--- src/sv/base64_line_wrapped_encoder_macros.svh ---
// Assertion macros shared by the base64 line-wrapped encoder RTL.
// Included by the modules that carry concurrent checks; no dependencies.
`ifndef BASE64_LINE_WRAPPED_ENCODER_MACROS_SVH
`define BASE64_LINE_WRAPPED_ENCODER_MACROS_SVH

// Same-cycle implication, checked outside reset
`define B64LW_ASSERT_IMPL(lbl, clk, rst_n, ante, cons, msg) \
    lbl: assert property (@(posedge clk) disable iff (!(rst_n)) (ante) |-> (cons)) \
        else $error(msg);

// Next-cycle implication, checked outside reset
`define B64LW_ASSERT_NEXT(lbl, clk, rst_n, ante, cons, msg) \
    lbl: assert property (@(posedge clk) disable iff (!(rst_n)) (ante) |=> (cons)) \
        else $error(msg);

`endif

--- src/sv/b64lw_pkg.sv ---
// Package for the base64 line-wrapped encoder: block command type,
// character constants and the base64 alphabet lookup. No dependencies.
`timescale 1ns / 1ps
`default_nettype none

package b64lw_pkg;

    localparam int unsigned FIFO_DEPTH = 2;

    localparam logic [6:0] BPL_RESET = 7'd16;
    localparam logic [6:0] CHAR_PAD  = 7'h3D;
    localparam logic [6:0] CHAR_NL   = 7'h0A;

    // Character slot that carries the newline of a block
    localparam logic [2:0] SLOT_NL   = 3'd4;
    localparam logic [2:0] SLOT_LAST = 3'd3;

    // One encoded block: left-aligned 24-bit group, byte count, newline flag
    typedef struct packed {
        logic [23:0] word;
        logic [1:0]  len;
        logic        nl;
    } cmd_t;

    // Map a 6-bit value to its base64 character
    function automatic logic [6:0] b64_char(input logic [5:0] v);
        logic [6:0] v7;
        logic [6:0] c;
        v7 = {1'b0, v};
        case (v) inside
            [6'd0:6'd25]:  c = v7 + 7'd65;
            [6'd26:6'd51]: c = v7 + 7'd71;
            [6'd52:6'd61]: c = v7 - 7'd4;
            6'd62:         c = 7'd43;
            default:       c = 7'd47;
        endcase
        return c;
    endfunction

endpackage

`default_nettype wire

--- src/sv/b64lw_front.sv ---
// Front end: gathers bytes into groups of up to three, tracks the line fill and
// issues one block command per group. Depends on b64lw_pkg.
`timescale 1ns / 1ps
`default_nettype none

module b64lw_front
    import b64lw_pkg::*;
(
    input  wire logic       aclk,
    input  wire logic       aresetn,
    input  wire logic [6:0] cfg_wr_data,
    input  wire logic       cfg_wr_en,
    input  wire logic [7:0] in_byte,
    input  wire logic       in_final,
    input  wire logic       in_valid,
    output      logic       in_ready,
    input  wire logic       q_full,
    output      logic       q_push,
    output      cmd_t       q_cmd
);

    logic [15:0] held_reg, held_next;
    logic [1:0]  cnt_reg, cnt_next;
    logic [6:0]  blk_reg, blk_next;
    logic [6:0]  bpl_reg;

    logic        accept;
    logic        close;
    logic [6:0]  blk_inc;
    logic        wrap;

    assign in_ready = !q_full;
    assign accept   = in_valid && in_ready;
    assign close    = (cnt_reg == 2'd2) || in_final;
    assign blk_inc  = blk_reg + 7'd1;
    assign wrap     = blk_inc >= bpl_reg;

    // Build the block command and the next group and line state
    always_comb begin
        held_next = held_reg;
        cnt_next  = cnt_reg;
        blk_next  = blk_reg;
        q_push    = 1'b0;
        q_cmd.len = cnt_reg + 2'd1;
        q_cmd.nl  = wrap || (in_final && (blk_inc != 7'd0));
        case (cnt_reg)
            2'd0:    q_cmd.word = {in_byte, 16'h0000};
            2'd1:    q_cmd.word = {held_reg[7:0], in_byte, 8'h00};
            default: q_cmd.word = {held_reg, in_byte};
        endcase
        if (accept) begin
            if (close) begin
                q_push    = 1'b1;
                held_next = 16'h0000;
                cnt_next  = 2'd0;
                blk_next  = (wrap || in_final) ? 7'd0 : blk_inc;
            end else begin
                held_next = {held_reg[7:0], in_byte};
                cnt_next  = cnt_reg + 2'd1;
            end
        end
    end

    // Hold group, line and configuration state
    always_ff @(posedge aclk) begin
        if (!aresetn) begin
            held_reg <= 16'h0000;
            cnt_reg  <= 2'd0;
            blk_reg  <= 7'd0;
            bpl_reg  <= BPL_RESET;
        end else begin
            held_reg <= held_next;
            cnt_reg  <= cnt_next;
            blk_reg  <= blk_next;
            if (cfg_wr_en) begin
                bpl_reg <= cfg_wr_data;
            end
        end
    end

endmodule

`default_nettype wire

--- src/sv/b64lw_fifo.sv ---
// Short command queue between the front end and the character emitter.
// Depends on b64lw_pkg and the assertion macro header.
`timescale 1ns / 1ps
`default_nettype none
`include "base64_line_wrapped_encoder_macros.svh"

module b64lw_fifo
    import b64lw_pkg::*;
#(
    parameter int unsigned Depth = FIFO_DEPTH
) (
    input  wire logic aclk,
    input  wire logic aresetn,
    input  wire logic push,
    input  wire cmd_t push_cmd,
    output      logic full,
    input  wire logic pop,
    output      cmd_t head_cmd,
    output      logic empty
);

    localparam int unsigned PtrW = (Depth > 1) ? $clog2(Depth) : 1;
    localparam int unsigned CntW = $clog2(Depth + 1);

    cmd_t            mem_reg [Depth];
    logic [PtrW-1:0] wr_ptr_reg, rd_ptr_reg;
    logic [CntW-1:0] count_reg;

    assign full     = count_reg == CntW'(Depth);
    assign empty    = count_reg == '0;
    assign head_cmd = mem_reg[rd_ptr_reg];

    // Store the pushed command
    always_ff @(posedge aclk) begin
        if (push) begin
            mem_reg[wr_ptr_reg] <= push_cmd;
        end
    end

    // Advance pointers and occupancy
    always_ff @(posedge aclk) begin
        if (!aresetn) begin
            wr_ptr_reg <= '0;
            rd_ptr_reg <= '0;
            count_reg  <= '0;
        end else begin
            if (push) begin
                wr_ptr_reg <= (wr_ptr_reg == PtrW'(Depth - 1)) ? '0 : wr_ptr_reg + 1'b1;
            end
            if (pop) begin
                rd_ptr_reg <= (rd_ptr_reg == PtrW'(Depth - 1)) ? '0 : rd_ptr_reg + 1'b1;
            end
            if (push && !pop) begin
                count_reg <= count_reg + 1'b1;
            end else if (pop && !push) begin
                count_reg <= count_reg - 1'b1;
            end
        end
    end

    `B64LW_ASSERT_IMPL(a_no_overflow, aclk, aresetn, push, !full, "push into full queue")
    `B64LW_ASSERT_IMPL(a_no_underflow, aclk, aresetn, pop, !empty, "pop from empty queue")
    `B64LW_ASSERT_IMPL(a_count_bound, aclk, aresetn, 1'b1, count_reg <= CntW'(Depth), "count past depth")
    `B64LW_ASSERT_NEXT(a_push_lands, aclk, aresetn, push && !pop, !empty, "push lost")

endmodule

`default_nettype wire

--- src/sv/b64lw_back.sv ---
// Back end: turns each block command into four or five characters, one per
// cycle when not stalled, into an output register. Depends on b64lw_pkg.
`timescale 1ns / 1ps
`default_nettype none

module b64lw_back
    import b64lw_pkg::*;
(
    input  wire logic       aclk,
    input  wire logic       aresetn,
    input  wire cmd_t       head_cmd,
    input  wire logic       q_empty,
    output      logic       q_pop,
    output      logic [6:0] out_char,
    output      logic       out_last,
    output      logic       out_valid,
    input  wire logic       out_ready
);

    logic [2:0] slot_reg, slot_next;
    logic [6:0] char_reg, char_next;
    logic       last_reg, last_next;
    logic       valid_reg, valid_next;

    logic       load;
    logic [5:0] sextet;
    logic [2:0] nsym;

    assign load = (!valid_reg || out_ready) && !q_empty;
    assign nsym = {1'b0, head_cmd.len} + 3'd1;

    // Pick the sextet of the current slot
    always_comb begin
        case (slot_reg)
            3'd0:    sextet = head_cmd.word[23:18];
            3'd1:    sextet = head_cmd.word[17:12];
            3'd2:    sextet = head_cmd.word[11:6];
            default: sextet = head_cmd.word[5:0];
        endcase
    end

    // Form the next character and advance the slot
    always_comb begin
        slot_next  = slot_reg;
        char_next  = char_reg;
        last_next  = last_reg;
        valid_next = valid_reg && !out_ready;
        q_pop      = 1'b0;
        if (load) begin
            valid_next = 1'b1;
            if (slot_reg == SLOT_NL) begin
                char_next = CHAR_NL;
            end else if (slot_reg < nsym) begin
                char_next = b64_char(sextet);
            end else begin
                char_next = CHAR_PAD;
            end
            last_next = slot_reg == (head_cmd.nl ? SLOT_NL : SLOT_LAST);
            if (last_next) begin
                slot_next = 3'd0;
                q_pop     = 1'b1;
            end else begin
                slot_next = slot_reg + 3'd1;
            end
        end
    end

    // Hold slot counter and valid flag
    always_ff @(posedge aclk) begin
        if (!aresetn) begin
            slot_reg  <= 3'd0;
            valid_reg <= 1'b0;
        end else begin
            slot_reg  <= slot_next;
            valid_reg <= valid_next;
        end
    end

    // Hold output payload
    always_ff @(posedge aclk) begin
        char_reg <= char_next;
        last_reg <= last_next;
    end

    assign out_char  = char_reg;
    assign out_last  = last_reg;
    assign out_valid = valid_reg;

endmodule

`default_nettype wire

--- src/sv/base64_line_wrapped_encoder.sv ---
// Top level of the base64 line-wrapped encoder: front end, command queue
// and character emitter. Depends on b64lw_pkg and the three submodules.
//
//  Channel  Direction  tdata (low bit up)         tlast / other
//  s_axis   in         data_byte[7:0]             tlast = is_final
//  m_axis   out        out_char[6:0], zero bit 7  tlast = last_of_run
//  cfg      in         cfg_wr_data = blocks_per_line[6:0], cfg_wr_en
//
// A byte is taken while the command queue has room; a group of up to three
// bytes becomes a command that the emitter drains at one character per
// cycle when not stalled, four per block or five with a newline, through
// the single-character output register. Reset (synchronous, aresetn low)
// empties the queue and group state and loads 16 blocks per line. Output
// stalls back up through the queue to s_axis_tready; no clearing pass is
// needed after reset.
`timescale 1ns / 1ps
`default_nettype none

module base64_line_wrapped_encoder
    import b64lw_pkg::*;
#(
    parameter int unsigned FifoDepth = FIFO_DEPTH
) (
    input  wire logic       aclk,
    input  wire logic       aresetn,
    input  wire logic       cfg_wr_en,
    input  wire logic [6:0] cfg_wr_data,    // blocks_per_line[6:0]
    input  wire logic       s_axis_tvalid,
    output      logic       s_axis_tready,
    input  wire logic [7:0] s_axis_tdata,   // data_byte[7:0]
    input  wire logic       s_axis_tlast,
    output      logic       m_axis_tvalid,
    input  wire logic       m_axis_tready,
    output      logic [7:0] m_axis_tdata,   // out_char[6:0], bit 7 zero
    output      logic       m_axis_tlast
);

    cmd_t       push_cmd;
    cmd_t       head_cmd;
    logic       q_push, q_pop, q_full, q_empty;
    logic [6:0] out_char;

    b64lw_front u_front (
        .aclk        (aclk),
        .aresetn     (aresetn),
        .cfg_wr_data (cfg_wr_data),
        .cfg_wr_en   (cfg_wr_en),
        .in_byte     (s_axis_tdata),
        .in_final    (s_axis_tlast),
        .in_valid    (s_axis_tvalid),
        .in_ready    (s_axis_tready),
        .q_full      (q_full),
        .q_push      (q_push),
        .q_cmd       (push_cmd)
    );

    b64lw_fifo #(
        .Depth (FifoDepth)
    ) u_fifo (
        .aclk     (aclk),
        .aresetn  (aresetn),
        .push     (q_push),
        .push_cmd (push_cmd),
        .full     (q_full),
        .pop      (q_pop),
        .head_cmd (head_cmd),
        .empty    (q_empty)
    );

    b64lw_back u_back (
        .aclk      (aclk),
        .aresetn   (aresetn),
        .head_cmd  (head_cmd),
        .q_empty   (q_empty),
        .q_pop     (q_pop),
        .out_char  (out_char),
        .out_last  (m_axis_tlast),
        .out_valid (m_axis_tvalid),
        .out_ready (m_axis_tready)
    );

    assign m_axis_tdata = {1'b0, out_char};

endmodule

`default_nettype wire
--- config.mk ---
export PLATFORM = sky130hd
export DESIGN_NAME = base64_line_wrapped_encoder
export DESIGN_NICKNAME = d
export VERILOG_FILES = /design/src/sv/b64lw_pkg.sv /design/src/sv/b64lw_front.sv /design/src/sv/b64lw_fifo.sv /design/src/sv/b64lw_back.sv /design/src/sv/base64_line_wrapped_encoder.sv
export VERILOG_INCLUDE_DIRS = /design/src /design/src/sv
export SDC_FILE = /design/constraint.sdc
export NUM_CORES = 1
export LEC_CHECK = 0
export BUFFER_PORTS_ARGS = -buffer_cell sky130_fd_sc_hd__buf_2
export CORE_AREA = 2 2 101 103
export CTS_CLUSTER_SIZE = 40
export DETAILED_ROUTE_END_ITERATION = 10
export DIE_AREA = 0 0 103 105
export PLACE_DENSITY = 0.84
export SLEW_MARGIN = 20
export SYNTH_ARGS = -nofsm -noshare
export SYNTH_HDL_FRONTEND = slang
export SYNTH_HIERARCHICAL = 1
export SYNTH_SLANG_ARGS = --single-unit
--- constraint.sdc ---
create_clock -name aclk -period 3.75 [get_ports aclk]
set_input_delay 0 -clock aclk [delete_from_list [all_inputs] [get_ports aclk]]
set_output_delay 0 -clock aclk [all_outputs]
set_load 0.05 [all_outputs]
==> flow_summary.json, run 1 <==
{
  "cts_setup_buffers": 0,
  "n_antenna_cell": 0,
  "place_area_um2": 5500,
  "critPathBufInv": 3,
  "dr.first_iter.drc_count": 327,
  "hpwl_um": 7070,
  "cts_tree": "done",
  "vias_per_cell": 5.72,
  "ctsResizeCount": 0,
  "avgRoutedWirePerCell_um": 16.2,
  "dieArea_um2": 10800,
  "path_clk_slew_ps": 90,
  "max_cap_violations": 0,
  "status": "finished clean",
  "holdCritPathClass": "in -> reg",
  "max_clock_freq_ghz": 0.305,
  "finalCritPeriodShare": 0.873,
  "routabilityCongestion": 0.940,
  "antenna_found_initial": 0,
  "skew_ps": 4.56,
  "postSynth.asyncResetShare": 0,
  "cp-start-kind": "register",
  "whs_ps": 46.3,
  "worstHoldPathCells": 3,
  "cp-end-kind": "register",
  "grt_remaining_overflow": 0,
  "drive_gt1_frac": 0.202,
  "num_rows": 36,
  "use_met3": 0.0375,
  "use_met2": 0.329,
  "grt_most_used_layer": "met2",
  "power.total_uw": 2770,
  "critical-path-slowest-cell": "ha_1",
  "r2r-start": "u_back/slot_reg[0]$_SDFFE_PN0P_",
  "drtAntennaViolNets": 0,
  "largest_register_ffs": 54,
  "ys_seq_area_frac": 0.514,
  "arrival_ps": 3500,
  "clk_path_buf_depth": 2,
  "multi_input_area_um2": 2350,
  "synthMuxAreaShare": 0.0818,
  "hold_start": "cfg_wr_en",
  "grt_use_total": 0.207,
  "synthSimpleGateAreaFrac": 0.143,
  "htreeDepth": 3,
  "synth-compound-area-share": 0.139,
  "root_buffer": "clkbuf_8",
  "yosys.area.top_type_share": 0.357,
  "clock_latency_ps": 360,
  "grt_pass1_vias": 3559,
  "min_period_ps": 3270,
  "synth.net_count": 506,
  "rsz0062_at_grt": "no",
  "final_util": 0.613,
  "synth_adder_area_share": 0.0575,
  "grt_max_degree": 32,
  "hold_violations": 0,
  "r2r-end": "u_back/out_char[3]$_SDFFCE_PP1P_",
  "drt_pass1_iterations": 6,
  "ios": 32,
  "setup_viol_count_final": 0,
  "path_class": "reg -> reg",
  "synth-seq-cells": 103,
  "whs_endpoint": "u_front/bpl_reg[3]$_SDFFE_PN0P_",
  "synth_area_um2": 5220,
  "core_area_um2": 9640,
  "die_y_um": 105,
  "max-vdd-ir-drop_v": 0.000206,
  "fin_tns_setup_ps": 0,
  "nNetsFinal": 556,
  "cts.sinks": 103,
  "slew_headroom": 0.305,
  "tightest_slew_ps": 1040,
  "crit_chain": "inv_1 -> ha_1 -> nor3_4 -> nor2_2 -> mux2i_1 -> buf_4 -> inv_1 -> ha_1 -> nor4_1 -> o41ai_2 -> o21a_2 -> a221oi_2 -> a211o_1",
  "port_buffers": 30,
  "use_met1": 0.275,
  "drc_errors": 0,
  "design_area_um2": 5910,
  "path_max_fanout": 9,
  "synth.avg_cell_area_um2": 11.3,
  "routed_wl_um": 10500,
  "ys_top_cells_by_area": "edfxtp_1 (36%), dfxtp_1 (16%), mux2_2 (5.8%)",
  "syn2layout_area_growth_pct": 13.3,
  "critPathTopFamily": "simple AND/OR/NAND/NOR gates",
  "hold_buffers": 20,
  "p_leak_uw": 0.00224,
  "nFillCells": 751,
  "cellPowerDensity_nw_per_um2": 469,
  "synth-edff-count": 62,
  "reg2regPathDepth": 13,
  "ys_warn_count": 6,
  "synth.distinct_cells": 64,
  "grt_pass1_wl_um": 17500,
  "num_vias": 3715,
  "cp.required_ps": 3980,
  "regArea_um2": 2680,
  "start_util": 0.541,
  "ys.flop_type": "edfxtp_1",
  "max_stage_delay_ps": 450,
  "syn_inst": 461,
  "cts_buffers": 9,
  "die_w_um": 103,
  "yosys.area.top_type": "edfxtp_1",
  "r2r_slack_ps": 480,
  "synth_top_family_by_area": "simple AND/OR/NAND/NOR gates",
  "slew_viol_final": 0,
  "synthXorXnorAreaFrac": 0.0285
}
## kinds of logic after synthesis
group / after synthesis
flops: 103
fa+ha+maj: 24
simple gates: 146
mux: 38
other cells: 1
compound gates: 91
buf+inv: 41
xor+xnor: 17
## area by class of cell
| class | count | area share |
|---|---|---|
| Sequential cell | 103 | 0.454 |
| Multi-Input combinational cell | 317 | 0.398 |
| Timing Repair Buffer | 59 | 0.0707 |
| Tap cell | 133 | 0.0281 |
| Clock buffer | 12 | 0.0229 |
| Inverter | 21 | 0.0133 |
| Clock inverter | 4 | 0.0131 |
## tightest hold or removal path, cell delays in order
cell and delay [ps]:
buf_2 170, mux2i_1 130, nor2_1 70
## cells in the mapped netlist, types with 4 or more instances
master    instances
edfxtp_1         62
dfxtp_1          41
nand2_1          39
nor2_1           39
mux2_2           27
a22oi_1          26
ha_1             24
inv_1            19
o21ai_0          17
and2_1           16
clkbuf_1         12
mux2i_1          10
nand2b_1         10
xor2_1            9
xnor2_1           8
a21oi_1           7
nand3_1           7
nor3_1            7
a32oi_1           6
nor2b_1           6
a222oi_1          5
a31oi_1           4
o211ai_1          4
## worst max path at each step
stage,start,to,slack [ps],depth (start not counted)
after floorplan,register,u_back/out_char[3]$_SDFFCE_PP1P_,690,11
after global placement,register,u_back/out_char[3]$_SDFFCE_PP1P_,580,9
after detailed placement,u_back/slot_reg[0]$_SDFFE_PN0P_,u_back/out_char[3]$_SDFFCE_PP1P_,520,13
after CTS,u_back/slot_reg[0]$_SDFFE_PN0P_,u_back/out_char[3]$_SDFFCE_PP1P_,490,13
after global routing,register,u_back/out_char[1]$_SDFFCE_PP1P_,180,12
final,u_back/slot_reg[0]$_SDFFE_PN0P_,u_back/out_char[3]$_SDFFCE_PP1P_,480,13
## layout by cell type (no fill, tap or decap), types with 9 or more instances in the layout
cell | netlist | routed
a22oi_1 | 26 | 26
and2_1 | 16 | 16
buf_2 | 3 | 30
buf_4 | 3 | 9
clkbuf_8 | 0 | 9
dfxtp_1 | 41 | 41
dlygate4sd3_1 | 0 | 20
edfxtp_1 | 62 | 62
ha_1 | 24 | 24
inv_1 | 19 | 19
mux2_2 | 27 | 27
mux2i_1 | 10 | 10
nand2_1 | 39 | 39
nand2b_1 | 10 | 10
nor2_1 | 39 | 39
o21ai_0 | 17 | 17
xor2_1 | 9 | 9
## through the flow
step	setup slack [ps]	cells
after floorplan	688	461
after global placement	584	613
after detailed placement	525	613
after CTS	486	649
after global routing	177	649
final	476	649
## power breakdown
group	internal (uW)	total, uW	switching (uW)
sequential	1280	1310	25.5
combinational	267	719	452
clock	383	750	367
total	1930	2770	844
## per-layer routing
layer / vias to the layer above / routed length [um]
li1: 1782 / -
met1: 1827 / 4560
met2: 91 / 5370
met3: 15 / 360
met4: 0 / 212
met5: - / 0
No activity file was read; power rests on OpenSTA's default activity.
==> run 2: changes to the inputs <==
--- a/config.mk
+++ b/config.mk
@@ -6,11 +6,12 @@
 export SDC_FILE = /design/constraint.sdc
 export NUM_CORES = 1
 export LEC_CHECK = 0
+export ABC_AREA = 1
 export BUFFER_PORTS_ARGS = -buffer_cell sky130_fd_sc_hd__buf_2
-export CORE_AREA = 2 2 101 103
+export CORE_AREA = 2 2 103 105
 export CTS_CLUSTER_SIZE = 40
 export DETAILED_ROUTE_END_ITERATION = 10
-export DIE_AREA = 0 0 103 105
+export DIE_AREA = 0 0 105 107
 export PLACE_DENSITY = 0.84
 export SLEW_MARGIN = 20
 export SYNTH_ARGS = -nofsm -noshare
==> run 2 against run 1 <==
  * First-iteration DRC count decreased by 12%
  * Sequential share of layout area decreased by 1.7 points
  * Die area increased by 3.9%
  * Flip-flop and latch count unchanged
  * Clock-buffer cell count unchanged
  * Routed wire length increased by 0.82%
  * Global-route usage decreased by 1.0 points
  * Critical endpoint is now u_back/out_char[0]$_SDFFCE_PP0P_
  * Largest cell class unchanged
==> flow_summary.json, run 2 <==
{
  "multi_input_area_um2": 2350,
  "min_period_ps": 2990,
  "wl_met1_um": 4480,
  "dr.first_iter.drc_count": 287,
  "n_antenna_cell": 0,
  "final_common_cell": "nand2_1",
  "regArea_um2": 2680,
  "dieArea_um2": 11200,
  "path_class": "reg -> reg",
  "port_buffers": 30,
  "antenna_found_initial": 0,
  "start_util": 0.542,
  "yosys.area.top_type_share": 0.340,
  "cts_tree": "done",
  "drc_errors": 0,
  "largest_register_ffs": 54,
  "swShare": 0.331,
  "cts_setup_buffers": 0,
  "pwr-share-comb": 0.289,
  "synth-edff-count": 62,
  "cellPowerDensity_nw_per_um2": 473,
  "synth.net_count": 642,
  "cp-start-kind": "register",
  "tightest_slew_ps": 1010,
  "grt_pass1_wl_um": 17700,
  "pwr-share-seq": 0.458,
  "grt_pass1_vias": 3916,
  "avgRoutedWirePerCell_um": 13.4,
  "wl_met3_um": 562,
  "path_clk_slew_ps": 90,
  "vias_per_cell": 5.28,
  "ys_warn_count": 6,
  "p_leak_uw": 0.00264,
  "ios": 32,
  "ys_seq_area_frac": 0.490,
  "hpwl_um": 7660,
  "slew_viol_final": 0,
  "slew_headroom": 0.324,
  "num_vias": 4170,
  "wl_met2_um": 5230,
  "synth_area_um2": 5470,
  "grt_use_total": 0.197,
  "finalCritPeriodShare": 0.798,
  "synthTopCellsByCount": "nand2_1 (112), inv_1 (77), edfxtp_1 (62)",
  "syn2layout_area_growth_pct": 12.2,
  "rsz0062_at_grt": "no",
  "max_clock_freq_ghz": 0.334,
  "num_rows": 37,
  "fin_ws_ps": 759,
  "drtAntennaViolNets": 0,
  "skew_ps": 21.4,
  "holdCritPathClass": "in -> reg",
  "cp.required_ps": 3870,
  "nNetsFinal": 694,
  "cts_buffers": 9,
  "hold_buffers": 21,
  "htreeDepth": 3,
  "yosys.area.top_type": "edfxtp_1",
  "nFillCells": 834,
  "clock_latency_ps": 360,
  "synth.distinct_cells": 43,
  "pwr-share-clk": 0.253,
  "die_w_um": 105,
  "fin_tns_setup_ps": 0,
  "grt_max_degree": 28,
  "status": "finished clean",
  "r2r_slack_ps": 760,
  "cp-end-kind": "register",
  "die_y_um": 107,
  "drt_pass1_iterations": 5,
  "ys.flop_type": "edfxtp_1",
  "routabilityCongestion": 0.864,
  "cts.sinks": 103,
  "root_buffer": "clkbuf_8",
  "drive_gt1_frac": 0.176,
  "setup_viol_count_final": 0,
  "clk_path_buf_depth": 2,
  "ys_top_cells_by_area": "edfxtp_1 (34%), dfxtp_1 (15%), nand2_1 (7.7%)",
  "max-vdd-ir-drop_v": 0.000259,
  "dp_slack_ps": 790,
  "syn_inst": 597,
  "postSynth.asyncResetShare": 0,
  "arrival_ps": 3120,
  "top_layer": "met4",
  "p_sw_uw": 962,
  "core_area_um2": 10100,
  "final_util": 0.608,
  "synth.avg_cell_area_um2": 9.17,
  "hold_violations": 0,
  "max_cap_violations": 0,
  "routed_wl_um": 10600,
  "path_max_fanout": 13,
  "synth.most_common_cell": "nand2_1",
  "grt_remaining_overflow": 0,
  "p_int_uw": 1940,
  "layout_common_cells": "nand2_1 (112), inv_1 (77), edfxtp_1 (62)",
  "synth-seq-cells": 103,
  "ctsResizeCount": 0
}
run 2: cell count changes in the layout (fill, tap and decap cells not counted), sizes merged, moves of 16 or more:
cell   change
inv       +64
o21ai     +16
a22oi     -18
nand2     +85
nor2      +25
nand3     +34
and2      -17
a21oi     +32
run 2: power groups by stage:
stage,clock network (uW),registers [uW],logic (uW)
finish,736,1330,841
global route,793,1340,942
CTS,747,1330,829
detailed placement,0,1360,804
global placement,0,1350,774
floorplan,0,1430,562
run 2: final timing paths:
check,startpoint,end,cells past startpoint
min reg2reg,u_front/bpl_reg[2]$_SDFFE_PN0P_,u_front/bpl_reg[2]$_SDFFE_PN0P_,2
max reg2reg,register,u_back/out_char[0]$_SDFFCE_PP0P_,15
min,s_axis_tvalid,u_front/cnt_reg[0]$_SDFFE_PN0P_,4
max,register,u_back/out_char[0]$_SDFFCE_PP0P_,15
run 2: layout make-up:
| type | count | share of cell area |
|---|---|---|
| clock buffer | 12 | 0.0271 |
| clock inverter | 4 | 0.00815 |
| sequential | 103 | 0.437 |
| multi-input combinational | 393 | 0.383 |
| timing repair buffer | 56 | 0.0648 |
| inverter | 86 | 0.0528 |
| tap | 136 | 0.0277 |
run 2: cell families after synthesis:
kind of cell	after synthesis	synth area share
DFF	103	0.490
buffers and inverters	101	0.0812
adders and majority gates	24	0.0549
AOI/OAI and AO/OA	96	0.0988
and+or+nand+nor	241	0.199
other	1	0.000685
xor gates and xnor gates	4	0.00640
muxes	27	0.0693
run 2: critical path, cell delays in order (launching register included):
cell     delay, ps
dfxtp_1        790
buf_4          270
mux2_4         290
nand3_1         80
nand2_1        140
inv_1          170
ha_1           220
nand3_1        140
nand3_1        100
nand2_1         70
nand2_2        140
inv_2           90
nand3_1         80
nand3_1         70
nand2_1         70
inv_1           40
run 2: through the flow:
stage	hold slack (ps)	instances	total power, uW	instance area [um^2]
2_1_floorplan	111	597	1990	5470
3_3_place_gp	218	753	2130	5710
3_5_place_dp	236	753	2160	5710
4_1_cts	18.7	790	2910	6140
5_1_grt	73.3	790	3070	6140
6_report	51.9	790	2910	6140
run 2: layer usage:
layer / up-vias / global-route usage
met5: - / 0
met4: 0 / 0.0914
met3: 37 / 0.0383
met2: 155 / 0.344
met1: 1899 / 0.234
li1: 2079 / -
==> run 3: changes to the inputs <==
==> constraint.sdc (replaced) <==
create_clock -name aclk -period 3 [get_ports aclk]
set_input_delay 0 -clock aclk [delete_from_list [all_inputs] [get_ports aclk]]
set_output_delay 0 -clock aclk [all_outputs]
set_load 0.05 [all_outputs]
==> run 3 against run 2 <==
  * Total power grew 23%
  * Non-clock buffer count is 2 lower
  * Hold slack got worse by 30 ps
  * Global-route usage increased by 0.18 points
  * Core utilization about the same
  * Combinational power is 28% higher
  * Clock-buffer cell count fell by 1
  * Via count decreased by 0.53%
  * Routed wire length up 1.6%
  * First-iteration DRC count shrank 4.5%
  * Critical endpoint unchanged
==> flow_summary.json, run 3 (synthesized netlist as in run 2, its figures left out) <==
{
  "cts_setup_buffers": 0,
  "grt_remaining_overflow": 0,
  "cts_tree": "done",
  "ios": 32,
  "slew_headroom": 0.608,
  "tightest_slew_ps": 587,
  "n_antenna_cell": 0,
  "vias_per_cell": 5.26,
  "layout_common_cells": "nand2_1 (112), inv_1 (77), edfxtp_1 (62)",
  "max_clock_freq_ghz": 0.363,
  "root_buffer": "clkbuf_8",
  "cp.required_ps": 3120,
  "multi_input_area_um2": 2370,
  "num_rows": 37,
  "drt_pass1_iterations": 5,
  "syn2layout_area_growth_pct": 12.1,
  "arrival_ps": 2870,
  "nFillCells": 836,
  "skew_ps": 17.8,
  "hold_violations": 0,
  "die_w_um": 105,
  "drive_gt1_frac": 0.181,
  "core_area_um2": 10100,
  "min_period_ps": 2760,
  "port_buffers": 30,
  "dr.first_iter.drc_count": 274,
  "clk_path_buf_depth": 2,
  "dp_cells": 752,
  "final_common_cell": "nand2_1",
  "cp-end-kind": "register",
  "nNetsFinal": 692,
  "grt_pass1_vias": 3984,
  "status": "finished clean",
  "die_y_um": 107,
  "cellPowerDensity_nw_per_um2": 582,
  "hpwl_um": 7720,
  "routed_wl_um": 10800,
  "avgRoutedWirePerCell_um": 13.6,
  "finalCritPeriodShare": 0.919,
  "cts_buffers": 9,
  "cp-start-kind": "register",
  "p_leak_uw": 0.00262,
  "regArea_um2": 2680,
  "path_max_fanout": 27,
  "cts.sinks": 103,
  "routabilityCongestion": 0.895,
  "antenna_found_initial": 0,
  "dp_slack_ps": 155,
  "clock_latency_ps": 350,
  "start_util": 0.542,
  "drc_errors": 0,
  "slew_viol_final": 0,
  "setup_viol_count_final": 0,
  "htreeDepth": 3,
  "max-vdd-ir-drop_v": 0.000362,
  "drtAntennaViolNets": 0,
  "fin_ws_ps": 244,
  "grt_use_total": 0.199,
  "num_vias": 4148,
  "path_clk_slew_ps": 110,
  "dieArea_um2": 11200,
  "grt_max_degree": 28,
  "final_cell_count_no_fill": 788,
  "largest_register_ffs": 54,
  "holdCritPathClass": "in -> reg",
  "max_cap_violations": 0,
  "grt_pass1_wl_um": 18200,
  "path_class": "reg -> reg"
}
## run 3: cell types whose count changed in the layout (fill, tap and decap cells not counted), sizes merged
cell / previous run / this run
bufinv: 1 / 0
inv: 87 / 88
dlygate4sd3: 21 / 20
clkbuf: 12 / 11
clkinv: 2 / 3
buf: 35 / 34
## run 3: worst paths after layout
path                                                          to  cells past startpoint                              from  slack, ps
worst min register to register  u_front/held_reg[8]$_SDFFE_PN0P_                      2  u_front/held_reg[8]$_SDFFE_PN0P_        470
worst max register to register  u_back/out_char[0]$_SDFFCE_PP0P_                     17                          register        240
worst min-delay path            u_fifo/count_reg[1]$_SDFFE_PN0P_                      3                           aresetn         20
worst max-delay path            u_back/out_char[0]$_SDFFCE_PP0P_                     17                          register        240
## run 3: stage by stage
stage	TNS, ps	total power (uW)	hold slack [ps]	util	instance area [um^2]
2_1_floorplan	0	2490	111	-	5470
5_1_grt	-5.32	3790	45.1	0.608	6140
3_5_place_dp	0	2720	232	0.567	5720
3_3_place_gp	0	2660	217	0.567	5720
6_report	0	3570	21.4	0.608	6140
4_1_cts	0	3550	14.3	0.605	6110
## run 3: timing repair
item / 4_1_cts / 5_1_grt
setup endpoints to repair: 0 / 4
resized for setup: 0 / 6
endpoints found under the hold margin: 21 / 0
hold buffers: 20 / 0
## run 3: area by class of cell
type / count / share of cell area
Sequential cell: 103 / 0.437
Tap cell: 136 / 0.0277
Multi-Input combinational cell: 393 / 0.387
Clock inverter: 5 / 0.00632
Clock buffer: 11 / 0.0249
Inverter: 86 / 0.0528
Timing Repair Buffer: 54 / 0.0640
## run 3: metal layers
layer,up-vias,routed length [um],GRT usage
met2,110,5430,0.346
met3,26,432,0.0347
met4,0,310,0.0762
met5,-,0,0
met1,1941,4580,0.246
li1,2071,-,-
## run 3: critical path, stage by stage (launching register included)
cell     delay (ps)
dfxtp_1         370
buf_12          220
mux2_4          320
nand3_1          90
nand2_1          50
nor2_1          100
nand2_1         160
inv_1           170
ha_1            230
nand3_1         150
nand3_1         100
nand2_1          60
nand2_2         130
inv_2            90
nand3_1          90
nand3_1          80
nand2_1          70
inv_1            40
## run 3: power by group
| part | internal [uW] | switching [uW] | total, uW |
|---|---|---|---|
| Sequential | 1620 | 39.9 | 1660 |
| Combinational | 357 | 719 | 1080 |
| Clock | 363 | 471 | 834 |
| Total | 2340 | 1230 | 3570 |
